File: src/sv/wahm_pkg.sv
// ----------------------------------------------------------------------------
// wahm_pkg
// Shared types and constants for the window average hysteresis alarm.
// ----------------------------------------------------------------------------
package wahm_pkg;

  localparam int unsigned FIELD_W   = 15;
  localparam int unsigned MASK_W    = 4;
  localparam int unsigned CFG_IDX_W = 3;
  localparam int unsigned CFG_DAT_W = 32;
  localparam int unsigned SLOT_REGS = 4;
  localparam int unsigned QUOT_W    = 16;
  localparam int unsigned DIV_BITS  = 4;

  localparam logic [FIELD_W-1:0] SAMPLE_MAX = 15'd25600;
  localparam logic [FIELD_W-1:0] LEVEL_MIN  = 15'd15360;
  localparam logic [FIELD_W-1:0] LEVEL_MAX  = 15'd23040;
  localparam logic [7:0]         WINDOW_RST = 8'd120;

  localparam logic [CFG_IDX_W-1:0] REG_WINDOW = 3'd0;
  localparam logic [CFG_IDX_W-1:0] REG_COUNT  = 3'd1;
  localparam logic [CFG_IDX_W-1:0] REG_THR0   = 3'd2;

  localparam int unsigned LOG_BIT    = 30;
  localparam int unsigned REBOOT_BIT = 31;

  typedef struct packed {
    logic                 valid;
    logic [CFG_IDX_W-1:0] index;
    logic [CFG_DAT_W-1:0] data;
  } cfg_wr_t;

  typedef enum logic [1:0] {
    FR_IDLE = 2'b01,
    FR_SUM  = 2'b10
  } front_state_e;

  typedef enum logic [2:0] {
    BK_IDLE = 3'b001,
    BK_DIV  = 3'b010,
    BK_EVAL = 3'b100
  } back_state_e;

endpackage

File: src/sv/window_average_hysteresis_alarm.sv
// From sample accept to result valid, an item passes through the sum stage, the
//   queue, four divider steps of 4 quotient bits (skipped until the window has
//   filled) and evaluate. The front end accepts a new sample only after the last
//   sum is pushed; the back end pops only once the last item has been evaluated.
// Reset: control state, running sum and alarm flags clear at once; the ring
//   is not swept, its entries are masked until the window has filled.
// ----------------------------------------------------------------------------
// window_average_hysteresis_alarm
// Moving window average of utilization samples with hysteresis alarms.
// ----------------------------------------------------------------------------
module window_average_hysteresis_alarm #(
  parameter int unsigned MAX_WINDOW     = 128,
  parameter int unsigned MAX_THRESHOLDS = 4
) (
  input  logic        clk_i,
  input  logic        rst_ni,
  input  logic        cfg_valid_i,
  output logic        cfg_ready_o,
  input  logic [2:0]  cfg_index_i,
  input  logic [31:0] cfg_data_i,
  input  logic        s_axis_tvalid,
  output logic        s_axis_tready,
  input  logic [15:0] s_axis_tdata,   // [14:0] sample_percent
  output logic        m_axis_tvalid,
  input  logic        m_axis_tready,
  output logic [39:0] m_axis_tdata,   // [14:0] average_percent, [18:15] asserted_mask,
                                      // [22:19] rise_mask, [26:23] fall_mask,
                                      // [30:27] log_rise_mask, [34:31] log_fall_mask,
                                      // [35] reboot_request
  output logic        m_axis_tuser    // [0] average_ready
);

  localparam int unsigned WIN_W = $clog2(MAX_WINDOW + 1);
  localparam int unsigned SUM_W = $clog2(MAX_WINDOW * 25600 + 1);

  wahm_pkg::cfg_wr_t  cfg;
  logic               push, push_ready, pop, pop_valid;
  logic [SUM_W:0]     push_data, pop_data;
  logic [WIN_W-1:0]   win;

  assign cfg_ready_o = 1'b1;
  assign cfg.valid   = cfg_valid_i;
  assign cfg.index   = cfg_index_i;
  assign cfg.data    = cfg_data_i;

  wahm_front #(
    .MAX_WINDOW (MAX_WINDOW),
    .WIN_W      (WIN_W),
    .SUM_W      (SUM_W)
  ) u_front (
    .clk_i        (clk_i),
    .rst_ni       (rst_ni),
    .cfg_i        (cfg),
    .in_valid_i   (s_axis_tvalid),
    .in_ready_o   (s_axis_tready),
    .sample_i     (s_axis_tdata[14:0]),
    .push_o       (push),
    .push_ready_i (push_ready),
    .push_data_o  (push_data),
    .win_o        (win)
  );

  wahm_fifo #(
    .WIDTH (SUM_W + 1)
  ) u_fifo (
    .clk_i        (clk_i),
    .rst_ni       (rst_ni),
    .push_i       (push),
    .push_data_i  (push_data),
    .push_ready_o (push_ready),
    .pop_i        (pop),
    .pop_valid_o  (pop_valid),
    .pop_data_o   (pop_data)
  );

  wahm_back #(
    .MAX_THRESHOLDS (MAX_THRESHOLDS),
    .WIN_W          (WIN_W),
    .SUM_W          (SUM_W)
  ) u_back (
    .clk_i       (clk_i),
    .rst_ni      (rst_ni),
    .cfg_i       (cfg),
    .win_i       (win),
    .pop_valid_i (pop_valid),
    .pop_o       (pop),
    .pop_data_i  (pop_data),
    .out_valid_o (m_axis_tvalid),
    .out_ready_i (m_axis_tready),
    .out_user_o  (m_axis_tuser),
    .out_data_o  (m_axis_tdata)
  );

endmodule

File: src/sv/wahm_fifo.sv
// ----------------------------------------------------------------------------
// wahm_fifo
// Two-entry queue between the sample front end and the alarm back end.
// ----------------------------------------------------------------------------
module wahm_fifo #(
  parameter int unsigned WIDTH = 23
) (
  input  logic             clk_i,
  input  logic             rst_ni,
  input  logic             push_i,
  input  logic [WIDTH-1:0] push_data_i,
  output logic             push_ready_o,
  input  logic             pop_i,
  output logic             pop_valid_o,
  output logic [WIDTH-1:0] pop_data_o
);

  logic [WIDTH-1:0] mem_q [2];
  logic             wp_q, rp_q;
  logic [1:0]       cnt_q;

  assign push_ready_o = (cnt_q != 2'd2);
  assign pop_valid_o  = (cnt_q != 2'd0);
  assign pop_data_o   = mem_q[rp_q];

  always_ff @(posedge clk_i) begin
    if (push_i) begin
      mem_q[wp_q] <= push_data_i;
    end
  end

  always_ff @(posedge clk_i or negedge rst_ni) begin
    if (!rst_ni) begin
      wp_q  <= 1'b0;
      rp_q  <= 1'b0;
      cnt_q <= 2'd0;
    end else begin
      if (push_i) begin
        wp_q <= ~wp_q;
      end
      if (pop_i) begin
        rp_q <= ~rp_q;
      end
      cnt_q <= cnt_q + 2'(push_i) - 2'(pop_i);
    end
  end

  a_no_overflow: assert property (@(posedge clk_i) disable iff (!rst_ni)
    push_i |-> push_ready_o) else $error("queue overflow");
  a_no_underflow: assert property (@(posedge clk_i) disable iff (!rst_ni)
    pop_i |-> pop_valid_o) else $error("queue underflow");
  a_count_range: assert property (@(posedge clk_i) disable iff (!rst_ni)
    cnt_q != 2'd3) else $error("queue count out of range");

endmodule

File: src/sv/wahm_front.sv
// ----------------------------------------------------------------------------
// wahm_front
// Sample ring and running sum; forwards window state and sum to the queue.
// ----------------------------------------------------------------------------
module wahm_front #(
  parameter int unsigned MAX_WINDOW = 128,
  parameter int unsigned WIN_W      = 8,
  parameter int unsigned SUM_W      = 22
) (
  input  logic                          clk_i,
  input  logic                          rst_ni,
  input  wahm_pkg::cfg_wr_t             cfg_i,
  input  logic                          in_valid_i,
  output logic                          in_ready_o,
  input  logic [wahm_pkg::FIELD_W-1:0]  sample_i,
  output logic                          push_o,
  input  logic                          push_ready_i,
  output logic [SUM_W:0]                push_data_o,
  output logic [WIN_W-1:0]              win_o
);

  localparam int unsigned SLOT_W = (MAX_WINDOW > 1) ? $clog2(MAX_WINDOW) : 1;

  logic [wahm_pkg::FIELD_W-1:0] mem_q [MAX_WINDOW];
  logic [wahm_pkg::FIELD_W-1:0] rd_q, s_q, s_sat;
  logic [7:0]                   ws_q;
  logic [SLOT_W-1:0]            slot_q;
  logic [WIN_W-1:0]             slot_inc;
  logic                         full_q, old_ok_q;
  logic [SUM_W-1:0]             sum_q, sum_d;
  wahm_pkg::front_state_e       state_q;
  logic                         accept, win_wr;

  always_comb begin
    if (ws_q == 8'd0) begin
      win_o = WIN_W'(1);
    end else if (32'(ws_q) > MAX_WINDOW) begin
      win_o = WIN_W'(MAX_WINDOW);
    end else begin
      win_o = WIN_W'(ws_q);
    end
  end

  assign in_ready_o = (state_q == wahm_pkg::FR_IDLE);
  assign accept     = in_valid_i && in_ready_o;
  assign s_sat      = (sample_i > wahm_pkg::SAMPLE_MAX) ? wahm_pkg::SAMPLE_MAX : sample_i;
  assign slot_inc   = WIN_W'(slot_q) + WIN_W'(1);
  assign win_wr     = cfg_i.valid && (cfg_i.index == wahm_pkg::REG_WINDOW);
  assign sum_d      = sum_q - (old_ok_q ? SUM_W'(rd_q) : SUM_W'(0)) + SUM_W'(s_q);
  assign push_o     = (state_q == wahm_pkg::FR_SUM) && push_ready_i;
  assign push_data_o = {full_q, sum_d};

  always_ff @(posedge clk_i) begin
    if (accept) begin
      rd_q         <= mem_q[slot_q];
      mem_q[slot_q] <= s_sat;
      s_q          <= s_sat;
    end
  end

  always_ff @(posedge clk_i or negedge rst_ni) begin
    if (!rst_ni) begin
      state_q  <= wahm_pkg::FR_IDLE;
      ws_q     <= wahm_pkg::WINDOW_RST;
      slot_q   <= '0;
      full_q   <= 1'b0;
      old_ok_q <= 1'b0;
      sum_q    <= '0;
    end else begin
      if (win_wr) begin
        ws_q   <= cfg_i.data[7:0];
        slot_q <= '0;
        full_q <= 1'b0;
        sum_q  <= '0;
      end
      case (state_q)
        wahm_pkg::FR_IDLE: begin
          if (accept) begin
            old_ok_q <= full_q;
            if (slot_inc >= win_o) begin
              slot_q <= '0;
              full_q <= 1'b1;
            end else begin
              slot_q <= SLOT_W'(slot_inc);
            end
            state_q <= wahm_pkg::FR_SUM;
          end
        end
        wahm_pkg::FR_SUM: begin
          if (push_ready_i) begin
            sum_q   <= sum_d;
            state_q <= wahm_pkg::FR_IDLE;
          end
        end
        default: state_q <= wahm_pkg::FR_IDLE;
      endcase
    end
  end

  a_slot_in_window: assert property (@(posedge clk_i) disable iff (!rst_ni)
    WIN_W'(slot_q) < win_o) else $error("write slot beyond window");
  a_push_once: assert property (@(posedge clk_i) disable iff (!rst_ni)
    push_o |=> !push_o) else $error("double push for one item");
  a_accept_then_sum: assert property (@(posedge clk_i) disable iff (!rst_ni)
    accept |=> (state_q == wahm_pkg::FR_SUM)) else $error("accept lost");

endmodule

File: src/sv/wahm_back.sv
// ----------------------------------------------------------------------------
// wahm_back
// Window average divider, threshold hysteresis and result register.
// ----------------------------------------------------------------------------
module wahm_back #(
  parameter int unsigned MAX_THRESHOLDS = 4,
  parameter int unsigned WIN_W          = 8,
  parameter int unsigned SUM_W          = 22
) (
  input  logic              clk_i,
  input  logic              rst_ni,
  input  wahm_pkg::cfg_wr_t cfg_i,
  input  logic [WIN_W-1:0]  win_i,
  input  logic              pop_valid_i,
  output logic              pop_o,
  input  logic [SUM_W:0]    pop_data_i,
  output logic              out_valid_o,
  input  logic              out_ready_i,
  output logic              out_user_o,
  output logic [39:0]       out_data_o
);

  localparam int unsigned NT    = MAX_THRESHOLDS;
  localparam int unsigned CNT_W = $clog2(NT + 1);
  localparam int unsigned EXT_W = (SUM_W > WIN_W + wahm_pkg::QUOT_W) ? SUM_W
                                                                   : WIN_W + wahm_pkg::QUOT_W;
  localparam int unsigned STEPS = wahm_pkg::QUOT_W / wahm_pkg::DIV_BITS;
  localparam int unsigned STEP_W = $clog2(STEPS);
  localparam int unsigned FW = wahm_pkg::FIELD_W;
  localparam int unsigned MW = wahm_pkg::MASK_W;

  logic [wahm_pkg::CFG_DAT_W-1:0] thr_q [NT];
  logic [2:0]                     tcount_q;
  logic [NT-1:0]                  alarm_q, logged_q, alarm_d, logged_d;
  logic [NT-1:0]                  rise, fall, lrise, lfall, active;
  logic                           reboot;
  logic [CNT_W-1:0]               n_eff;
  wahm_pkg::back_state_e          state_q;
  logic                           full_q;
  logic [EXT_W-1:0]               rem_q, rem_d;
  logic [wahm_pkg::QUOT_W-1:0]    quot_q, quot_d;
  logic [STEP_W-1:0]              step_q;
  logic [FW-1:0]                  avg;
  logic                           load;

  logic                           ov_q, ready_q, reboot_q;
  logic [FW-1:0]                  avg_q;
  logic [MW-1:0]                  asrt_q, rise_q, fall_q, lrise_q, lfall_q;

  always_comb begin
    if (32'(tcount_q) > NT) begin
      n_eff = CNT_W'(NT);
    end else begin
      n_eff = CNT_W'(tcount_q);
    end
  end

  always_comb begin
    logic [EXT_W-1:0] dv;
    logic [4:0]       sh;
    rem_d  = rem_q;
    quot_d = quot_q;
    for (int i = 0; i < int'(wahm_pkg::DIV_BITS); i++) begin
      sh = 5'(wahm_pkg::QUOT_W - 1 - i) - 5'({step_q, 2'b00});
      dv = EXT_W'(win_i) << sh;
      if (rem_d >= dv) begin
        rem_d  = rem_d - dv;
        quot_d = quot_d | (wahm_pkg::QUOT_W'(1) << sh[3:0]);
      end
    end
  end

  assign avg = quot_q[FW-1:0];

  always_comb begin
    logic [FW-1:0] lvl, hyst;
    alarm_d  = alarm_q;
    logged_d = logged_q;
    rise     = '0;
    fall     = '0;
    lrise    = '0;
    lfall    = '0;
    reboot   = 1'b0;
    for (int k = 0; k < int'(NT); k++) begin
      active[k] = (CNT_W'(k) < n_eff);
      lvl  = thr_q[k][FW-1:0];
      hyst = thr_q[k][2*FW-1:FW];
      if (lvl < wahm_pkg::LEVEL_MIN) begin
        lvl = wahm_pkg::LEVEL_MIN;
      end
      if (lvl > wahm_pkg::LEVEL_MAX) begin
        lvl = wahm_pkg::LEVEL_MAX;
      end
      if (full_q && active[k]) begin
        if (!alarm_q[k] && (avg >= lvl)) begin
          alarm_d[k] = 1'b1;
          rise[k]    = 1'b1;
          if (thr_q[k][wahm_pkg::LOG_BIT] && !logged_q[k]) begin
            logged_d[k] = 1'b1;
            lrise[k]    = 1'b1;
          end
          if (thr_q[k][wahm_pkg::REBOOT_BIT]) begin
            reboot = 1'b1;
          end
        end
        if (alarm_q[k] && ((17'(avg) + 17'(hyst)) < 17'(lvl))) begin
          alarm_d[k] = 1'b0;
          fall[k]    = 1'b1;
          lfall[k]   = thr_q[k][wahm_pkg::LOG_BIT];
        end
      end
    end
  end

  function automatic logic [MW-1:0] low_mask(input logic [NT-1:0] m);
    logic [MW-1:0] r;
    r = '0;
    for (int i = 0; i < int'(MW); i++) begin
      if (i < int'(NT)) begin
        r[i] = m[i];
      end
    end
    return r;
  endfunction

  assign pop_o = (state_q == wahm_pkg::BK_IDLE) && pop_valid_i;
  assign load  = (state_q == wahm_pkg::BK_EVAL) && (!ov_q || out_ready_i);

  always_ff @(posedge clk_i or negedge rst_ni) begin
    if (!rst_ni) begin
      state_q  <= wahm_pkg::BK_IDLE;
      tcount_q <= '0;
      alarm_q  <= '0;
      logged_q <= '0;
      ov_q     <= 1'b0;
      full_q   <= 1'b0;
      step_q   <= '0;
      rem_q    <= '0;
      quot_q   <= '0;
      for (int k = 0; k < int'(NT); k++) begin
        thr_q[k] <= '0;
      end
    end else begin
      if (cfg_i.valid) begin
        if (cfg_i.index == wahm_pkg::REG_COUNT) begin
          tcount_q <= cfg_i.data[2:0];
        end
        for (int k = 0; k < int'(NT); k++) begin
          if (k < int'(wahm_pkg::SLOT_REGS) &&
              cfg_i.index == wahm_pkg::REG_THR0 + wahm_pkg::CFG_IDX_W'(k)) begin
            thr_q[k]    <= cfg_i.data;
            alarm_q[k]  <= 1'b0;
            logged_q[k] <= 1'b0;
          end
        end
      end
      if (load) begin
        ov_q <= 1'b1;
      end else if (ov_q && out_ready_i) begin
        ov_q <= 1'b0;
      end
      case (state_q)
        wahm_pkg::BK_IDLE: begin
          if (pop_valid_i) begin
            full_q <= pop_data_i[SUM_W];
            rem_q  <= EXT_W'(pop_data_i[SUM_W-1:0]);
            quot_q <= '0;
            step_q <= '0;
            state_q <= pop_data_i[SUM_W] ? wahm_pkg::BK_DIV : wahm_pkg::BK_EVAL;
          end
        end
        wahm_pkg::BK_DIV: begin
          rem_q  <= rem_d;
          quot_q <= quot_d;
          step_q <= step_q + STEP_W'(1);
          if (step_q == STEP_W'(STEPS - 1)) begin
            state_q <= wahm_pkg::BK_EVAL;
          end
        end
        wahm_pkg::BK_EVAL: begin
          if (load) begin
            alarm_q  <= alarm_d;
            logged_q <= logged_d;
            state_q  <= wahm_pkg::BK_IDLE;
          end
        end
        default: state_q <= wahm_pkg::BK_IDLE;
      endcase
    end
  end

  always_ff @(posedge clk_i) begin
    if (load) begin
      ready_q  <= full_q;
      avg_q    <= full_q ? avg : '0;
      asrt_q   <= low_mask(alarm_d & active);
      rise_q   <= low_mask(rise);
      fall_q   <= low_mask(fall);
      lrise_q  <= low_mask(lrise);
      lfall_q  <= low_mask(lfall);
      reboot_q <= reboot;
    end
  end

  assign out_valid_o = ov_q;
  assign out_user_o  = ready_q;
  assign out_data_o  = {4'b0000, reboot_q, lfall_q, lrise_q, fall_q, rise_q, asrt_q, avg_q};

  a_log_rise_sub: assert property (@(posedge clk_i) disable iff (!rst_ni)
    ov_q |-> ((lrise_q & ~rise_q) == '0 && (lfall_q & ~fall_q) == '0))
    else $error("log mask outside edge mask");
  a_edge_disjoint: assert property (@(posedge clk_i) disable iff (!rst_ni)
    ov_q |-> ((rise_q & fall_q) == '0)) else $error("rise and fall together");
  a_not_ready_quiet: assert property (@(posedge clk_i) disable iff (!rst_ni)
    (ov_q && !ready_q) |-> (avg_q == '0 && rise_q == '0 && fall_q == '0 && !reboot_q))
    else $error("activity before window full");

endmodule
File: config.mk
export PLATFORM = sky130hd
export DESIGN_NAME = window_average_hysteresis_alarm
export DESIGN_NICKNAME = d
export VERILOG_FILES = /design/src/sv/wahm_pkg.sv /design/src/sv/window_average_hysteresis_alarm.sv /design/src/sv/wahm_fifo.sv /design/src/sv/wahm_front.sv /design/src/sv/wahm_back.sv
export SDC_FILE = /design/constraint.sdc
export NUM_CORES = 2
export LEC_CHECK = 0
export BUFFER_PORTS_ARGS = -buffer_cell sky130_fd_sc_hd__buf_2
export CAP_MARGIN = 20
export CORE_ASPECT_RATIO = 1.25
export CORE_UTILIZATION = 37
export DETAILED_ROUTE_END_ITERATION = 12
export GPL_TIMING_DRIVEN = 1
export HOLD_SLACK_MARGIN = 0.1
export PLACE_DENSITY = 0.53
export SLEW_MARGIN = 20
export SYNTH_ARGS = -nofsm -noshare
export SYNTH_HDL_FRONTEND = slang
export SYNTH_SLANG_ARGS = --single-unit
File: constraint.sdc
create_clock -name clk_i -period 10.1 [get_ports clk_i]
set_input_delay 0.505 -clock clk_i [delete_from_list [all_inputs] [get_ports clk_i]]
set_output_delay 0.505 -clock clk_i [all_outputs]
set_load 0.02 [all_outputs]
* Yosys cells after proc, flatten, opt, wreduce, memory -nomap -nowiden
Memory sizes are Yosys's and may differ from the RTL's. A register that Yosys moved wholly into a read port is not among the register bits. Cells that the tools add are included.
Storage, ports and cells: bits in registers 283, RAM bits 1966, bits of input ports 56, output and inout bits 44, word-level logic and storage cells 311, memories kept 2
Operators by class: add/sub/neg operators 18, magnitude comparators 28, equality and inequality tests 29, shifts and indexed selects 8, multiplexer cells 114, bitwise logic cells 7, reduce and logical (&&, ||, !) cells 59
Memory list:
- u_front.mem_q | depth 128, width 15, rd ports 1, clocked after memory_dff 1, wr ports 1, RTL line wahm_front.sv:24 | logic [wahm_pkg::FIELD_W-1:0] mem_q [MAX_WINDOW];
- u_fifo.mem_q | depth 2, width 23, rd ports 1, clocked after memory_dff 0, wr ports 1, RTL line wahm_fifo.sv:18 | logic [WIDTH-1:0] mem_q [2];
Operators by type and width (number):
- $mux W15 | 10
- $mux W24 | 5
- $ge A24 B24 Y1 | 4
- $shl A8 B5 Y24 | 4
- $sub A24 B24 Y24 | 4
- $mux W16 | 5
- $gt A15 B15 Y1 const B | 5
- $lt A17 B15 Y1 | 4
- $mux W1 | 66
- $mux W22 | 3
- $add A15 B15 Y16 | 4
- $or A16 B16 Y16 | 4
- $shl A1 B4 Y16 const A | 4
- $ge A15 B15 Y1 | 4
- $lt A15 B14 Y1 const B | 4
- $pmux W24 S2 | 1
- $ne A3 B3 Y1 const B | 12
- $reduce_and A2 Y1 | 17
- $pmux W16 S2 | 1
- $mux W7 | 4
- $mux W4 | 6
- $add A22 B15 Y22 | 1
- $logic_and A1 B1 Y1 | 22
- $sub A22 B22 Y22 | 1
- other kinds (30) | 68

* Logic depth before layout (Yosys ltp)
word-level depth 17, mapped depth 54, gate-level depth less buffers 49

* Hierarchy
From an unflattened synthesis, not the netlist that was laid out.
Second synthesis, totals: cell total of the unflattened synthesis 6602, area total of the unflattened synthesis 99759.4 µm²
By module, submodules not included:
- wahm_front | times used 1, cells each 4505, area each 78785.6 µm², seq. area each 59588.4 µm²
- wahm_back | times used 1, cells each 2008, area each 19000.7 µm², seq. area each 5741.8 µm²
- wahm_fifo | times used 1, cells each 87, area each 1961.9 µm², seq. area each 1481.4 µm²
- window_average_hysteresis_alarm | times used 1, cells each 2, area each 11.3 µm², seq. area each 0.0 µm²

* Least setup slack after synthesis
No wires, ideal clock.
path kind reg2reg, start register u_front.ws_q[7], end register u_back.rem_q[15], setup time 126 ps, arrival 10412 ps, required time 9974 ps, slack -438 ps, stages on the path, launching flop included 55, path buffers 8, period minus slack after synthesis 10538 ps, path through dfrtp_1 -> clkbuf_1 -> nor2b_1 -> nand2_1 -> o21ai_0 -> nand2_1 -> ha_1 -> a211oi_2 -> o21ai_1 -> a311oi_2 -> nor4b_4 -> or2_1 -> buf_4 -> clkbuf_1 -> clkbuf_1 -> nor2_1 -> nor2_1 -> ha_1 -> [... 19 more ...] -> nand3_1 -> buf_2 -> clkbuf_1 -> nor2_1 -> a21oi_1 -> ha_1 -> o21ai_0 -> a21boi_0 -> o21ai_0 -> a21oi_1 -> o21ai_0 -> a21boi_0 -> o21ai_0 -> nand4b_1 -> a21oi_2 -> buf_4 -> a311oi_1 -> a311o_1
On the way: cells in the longest elaborated chain, start to end 13, elaborated cells between the ends (all ways) 21, classes of those cells add/sub (4); order compare (5); shift (4); mux (7); reduce/logical (1)
RTL lines:
- start, declared | RTL line wahm_front.sv:26 | logic [7:0] ws_q;
- start signal, assigned | RTL line wahm_front.sv:64 | ws_q <= wahm_pkg::WINDOW_RST;
- start signal, assigned | RTL line wahm_front.sv:71 | ws_q <= cfg_i.data[7:0];
- $gt A8 B8 Y1 | RTL line wahm_front.sv:37 | end else if (32'(ws_q) > MAX_WINDOW) begin
- $mux W8 | RTL line wahm_front.sv:37
- $mux W8 (*) | RTL line wahm_front.sv:35 | if (ws_q == 8'd0) begin
- $shl A8 B5 Y24 | RTL line wahm_back.sv:65 | dv = EXT_W'(win_i) << sh;
- $sub A24 B24 Y24 or $ge A24 B24 Y1 (tied branches) | RTL line wahm_back.sv:67, wahm_back.sv:66
- $mux W24 | RTL line wahm_back.sv:66 | if (rem_d >= dv) begin
- $sub A24 B24 Y24 or $ge A24 B24 Y1 (tied branches) | RTL line wahm_back.sv:67, wahm_back.sv:66
- $mux W24 | RTL line wahm_back.sv:66
- $sub A24 B24 Y24 or $ge A24 B24 Y1 (tied branches) | RTL line wahm_back.sv:67, wahm_back.sv:66
- $mux W24 | RTL line wahm_back.sv:66
- $sub A24 B24 Y24 or $ge A24 B24 Y1 (tied branches) | RTL line wahm_back.sv:67, wahm_back.sv:66
- $mux W24 (*) | RTL line wahm_back.sv:66
- $pmux W24 S2 (*) | RTL line wahm_back.sv:162 | case (state_q)
- end signal, assigned | RTL line wahm_back.sv:166 | rem_q <= EXT_W'(pop_data_i[SUM_W-1:0]);
- end signal, assigned | RTL line wahm_back.sv:173 | rem_q <= rem_d;
- end, declared | RTL line wahm_back.sv:40 | logic [EXT_W-1:0] rem_q, rem_d;
Mark *: on every way between the ends. The rest lies on a longest branch, timed or not. A chain may end at the register's enable or synchronous reset.

* Final worst setup path
start register u_front.ws_q[3], end register u_back.rem_q[23]
Same word-level chain as after synthesis.

==> run_results.csv <==
group,metric,value,unit
place,post-place-ws,-932,ps
worst_setup_path,critPathMaxStageDelay,590,ps
layout,multi_input_area,0.0270,mm²
yosys,synth_area_leaders,"edfxtp_1 (64%), dfrtp_1 (5.9%), a22oi_1 (4.3%)",
place,place.gp.congestion,0.936,
worst_hold_path,hold_class,"input pin to flop",
place,dp_cells,9940,
global_route,grt_max_degree,109,
yosys,yosys.area.top_type,"edfxtp_1",
floorplan,start_util,0.372,
detailed_routing,firstDrtPassIters,6,
detailed_routing,final_antenna_net_count,0,
worst_setup_path,worstPathArrival,10480,ps
yosys,yosysMostFrequentCell,"edfxtp_1",
timing,fmax,0.103,GHz
cts,clkTransAtPathRegs,60,ps
yosys,synth_edf_count,2033,
worst_setup_path,start_kind,"flop",
worst_setup_path,required,10880,ps
cts,ctsRootBufferMaster,"clkbuf_16",
yosys,synth_top_area_share,0.644,
worst_setup_path,worstSetupEndpointType,"flop",
yosys,ys_ff_latch,2263,
timing,skew,79.9,ps
global_route,overflow,0,
timing,worst_hold_slack,136,ps
cts,cts_tree,"yes",
timing,final_max_slew_viol_count,0,
layout,regArea,0.0668,mm²
detailed_routing,drtIter0Drc,5677,
floorplan,die_y,568,µm
run,drv_cap,0,
global_route,antenna_found_initial,7,
floorplan,dieArea,0.258,mm²
timing,period_share,0.960,
layout,layout-drive-gt1-share,0.195,
cts,clock_sinks,2263,
global_route,grt_pass1_vias,60100,
timing,hold_viol_final,0,
global_route,grtUsageTotal,0.225,
worst_setup_path,critPathKind,"flop to flop",
place,dp_hpwl,182000,µm
yosys,ys_seq_area_frac,0.705,
yosys,async_flop_share,0.102,
worst_setup_path,path_common_cell,"buf_4",
detailed_routing,avgRoutedWirePerCell,28.4,µm
detailed_routing,avgViaCountPerCell,5.79,
outcome,status,"finished clean",
cts,numCtsBuffers,231,
cts,h-tree-depth,4,
yosys,yosys_warnings,0,
layout,nets,7261,
yosys,syn-mean-instance-area,15.2,µm²
layout,stdcell_count,10400,
yosys,synth_cell_types,96,
timing,fin_ws,402,ps
cts,clk_latency,930,ps
yosys,syn_inst,6253,
worst_setup_path,crit_fanout,13,
global_route,grt_pass1_wl,425000,µm
worst_setup_path,reg2reg_slack,400,ps
yosys,synth-main-ff-cell,"edfxtp_1",
detailed_routing,drc_errors,0,
timing,relSlewSlack,0.191,
worst_setup_path,cp_slowest_cell,"dfstp_2",
layout,fillCellCount,22600,
yosys,syn-cell-area,0.0947,mm²
timing,tightest_slew,1200,ps
detailed_routing,wl,296000,µm
floorplan,coreArea,0.255,mm²
timing,setup_viol,0,
detailed_routing,vias,60300,
timing,fin_crit,9700,ps
place,portBuffers,93,
floorplan,io-pin-count,100,
layout,syn_to_final_growth,17.4,%
floorplan,die_w,455,µm
floorplan,rows,207,
place,placed_area,0.103,mm²
yosys,synthTopCellsByCount,"edfxtp_1 (2033), a22oi_1 (547), nor2_1 (296)",
cts,ctsLongestPathBuffers,4,
layout,fin_area,0.111,mm²
kinds of logic after synthesis:
group                    after synthesis  share of synthesized area
XOR/XNOR                             119                     0.0110
AO/OA/AOI/OAI                       1870                      0.146
adder cells (fa/ha/maj)              315                     0.0432
multiplexers                         185                     0.0216
flip-flops                          2263                      0.705
AND/OR/NAND/NOR                      984                     0.0522
other                                  2                  0.0000793
buffers and inverters                515                     0.0208
final timing paths:
check,to,start,cells after the start
worst min-delay path,u_front.mem_q[16][14]$_DFFE_PP_,s_axis_tdata[14],1
max in group asynchronous,u_back.logged_q[3]$_DFFE_PN0P_,rst_ni,3
worst max register to register,u_back.rem_q[23]$_DFFE_PN0P_,u_front.ws_q[3]$_DFFE_PN1P_,53
min in group asynchronous,u_back.rem_q[22]$_DFFE_PN0P_,rst_ni,2
worst max-delay path,u_back.rem_q[23]$_DFFE_PN0P_,u_front.ws_q[3]$_DFFE_PN1P_,53
worst min register to register,u_back.logged_q[3]$_DFFE_PN0P_,u_back.logged_q[3]$_DFFE_PN0P_,1
what timing repair did:
action,CTS,global route
endpoints found under the hold margin,227,12
gates resized for setup,56,125
setup endpoints to repair,28,28
hold buffers,31,1
gates cloned,0,4
buffers inserted,8,20
pin swaps,19,65
metal layers:
metal,part of all wire,vias up,routed length [µm],track usage
met5,0.000091,-,27,0
met4,0.046,4,13600,0.0951
met1,0.40,31000,118000,0.287
met2,0.49,2230,146000,0.382
li1,-,26500,-,-
met3,0.060,542,17600,0.0281
flip-flops by register name, indices dropped and copies added (netlist names), 3 cells and up:
name	count
u_front.slot_q	7
u_back.rem_q	24
u_front.s_q	15
u_back.rise_q	4
u_back.asrt_q	4
u_back.quot_q	15
u_back.fall_q	4
u_back.avg_q	15
u_front.ws_q	8
u_back.lfall_q	4
u_back.tcount_q	3
u_front.mem_q	1920
u_front.sum_q	22
u_back.alarm_q	4
u_back.state_q	3
u_back.lrise_q	4
u_front.rd_q	15
u_fifo.mem_q	46
u_back.logged_q	4
u_back.thr_q	128
per-stage QoR:
| stage | setup TNS (ps) | util |
|---|---|---|
| 2_1_floorplan | 0 | - |
| 3_3_place_gp | -17620 | 0.404 |
| 3_5_place_dp | -22600 | 0.404 |
| 4_1_cts | 0 | 0.434 |
| 5_1_grt | -568 | 0.437 |
| 6_report | 0 | 0.437 |
cell usage in the layout (no fill, tap or decap), types with 44 or more instances in the layout:
master,synthesis,final
dfrtp_1,224,222
mux2_2,158,156
clkinv_1,1,46
nor3_1,71,64
nor4_1,48,44
a22o_1,233,233
nand3_1,62,60
clkbuf_1,251,56
ha_1,294,275
buf_4,8,585
and2_1,55,52
nand4_1,89,89
a21oi_1,186,164
a22oi_1,547,546
a221oi_1,213,212
clkbuf_16,0,231
xnor2_1,98,98
o21ai_0,134,107
buf_2,9,90
a31oi_1,195,192
nand2_1,188,179
a21o_1,69,69
inv_1,173,171
clkinv_2,0,45
edfxtp_1,2033,2033
nor2_1,296,282
layout make-up:
cell class / count / area share
sequential: 2263 / 0.601
multi-input combinational: 3482 / 0.242
clock buffer: 289 / 0.0541
timing repair buffer: 739 / 0.0511
tap: 3344 / 0.0376
clock inverter: 121 / 0.00832
inverter: 174 / 0.00587
antenna: 7 / 0.000157
critical path, delay by kind of cell, from the launching register on:
family	cells	cell delay, ps
flops	1	590
xor+xnor	1	430
simple gates	13	1810
buf+inv	12	1880
mux	1	150
compound gates	22	3830
fa+ha+maj	4	940
Power is left out: the tool's default activity adds up to more than one toggle a clock period on the data nets, which glitch-free logic cannot reach.
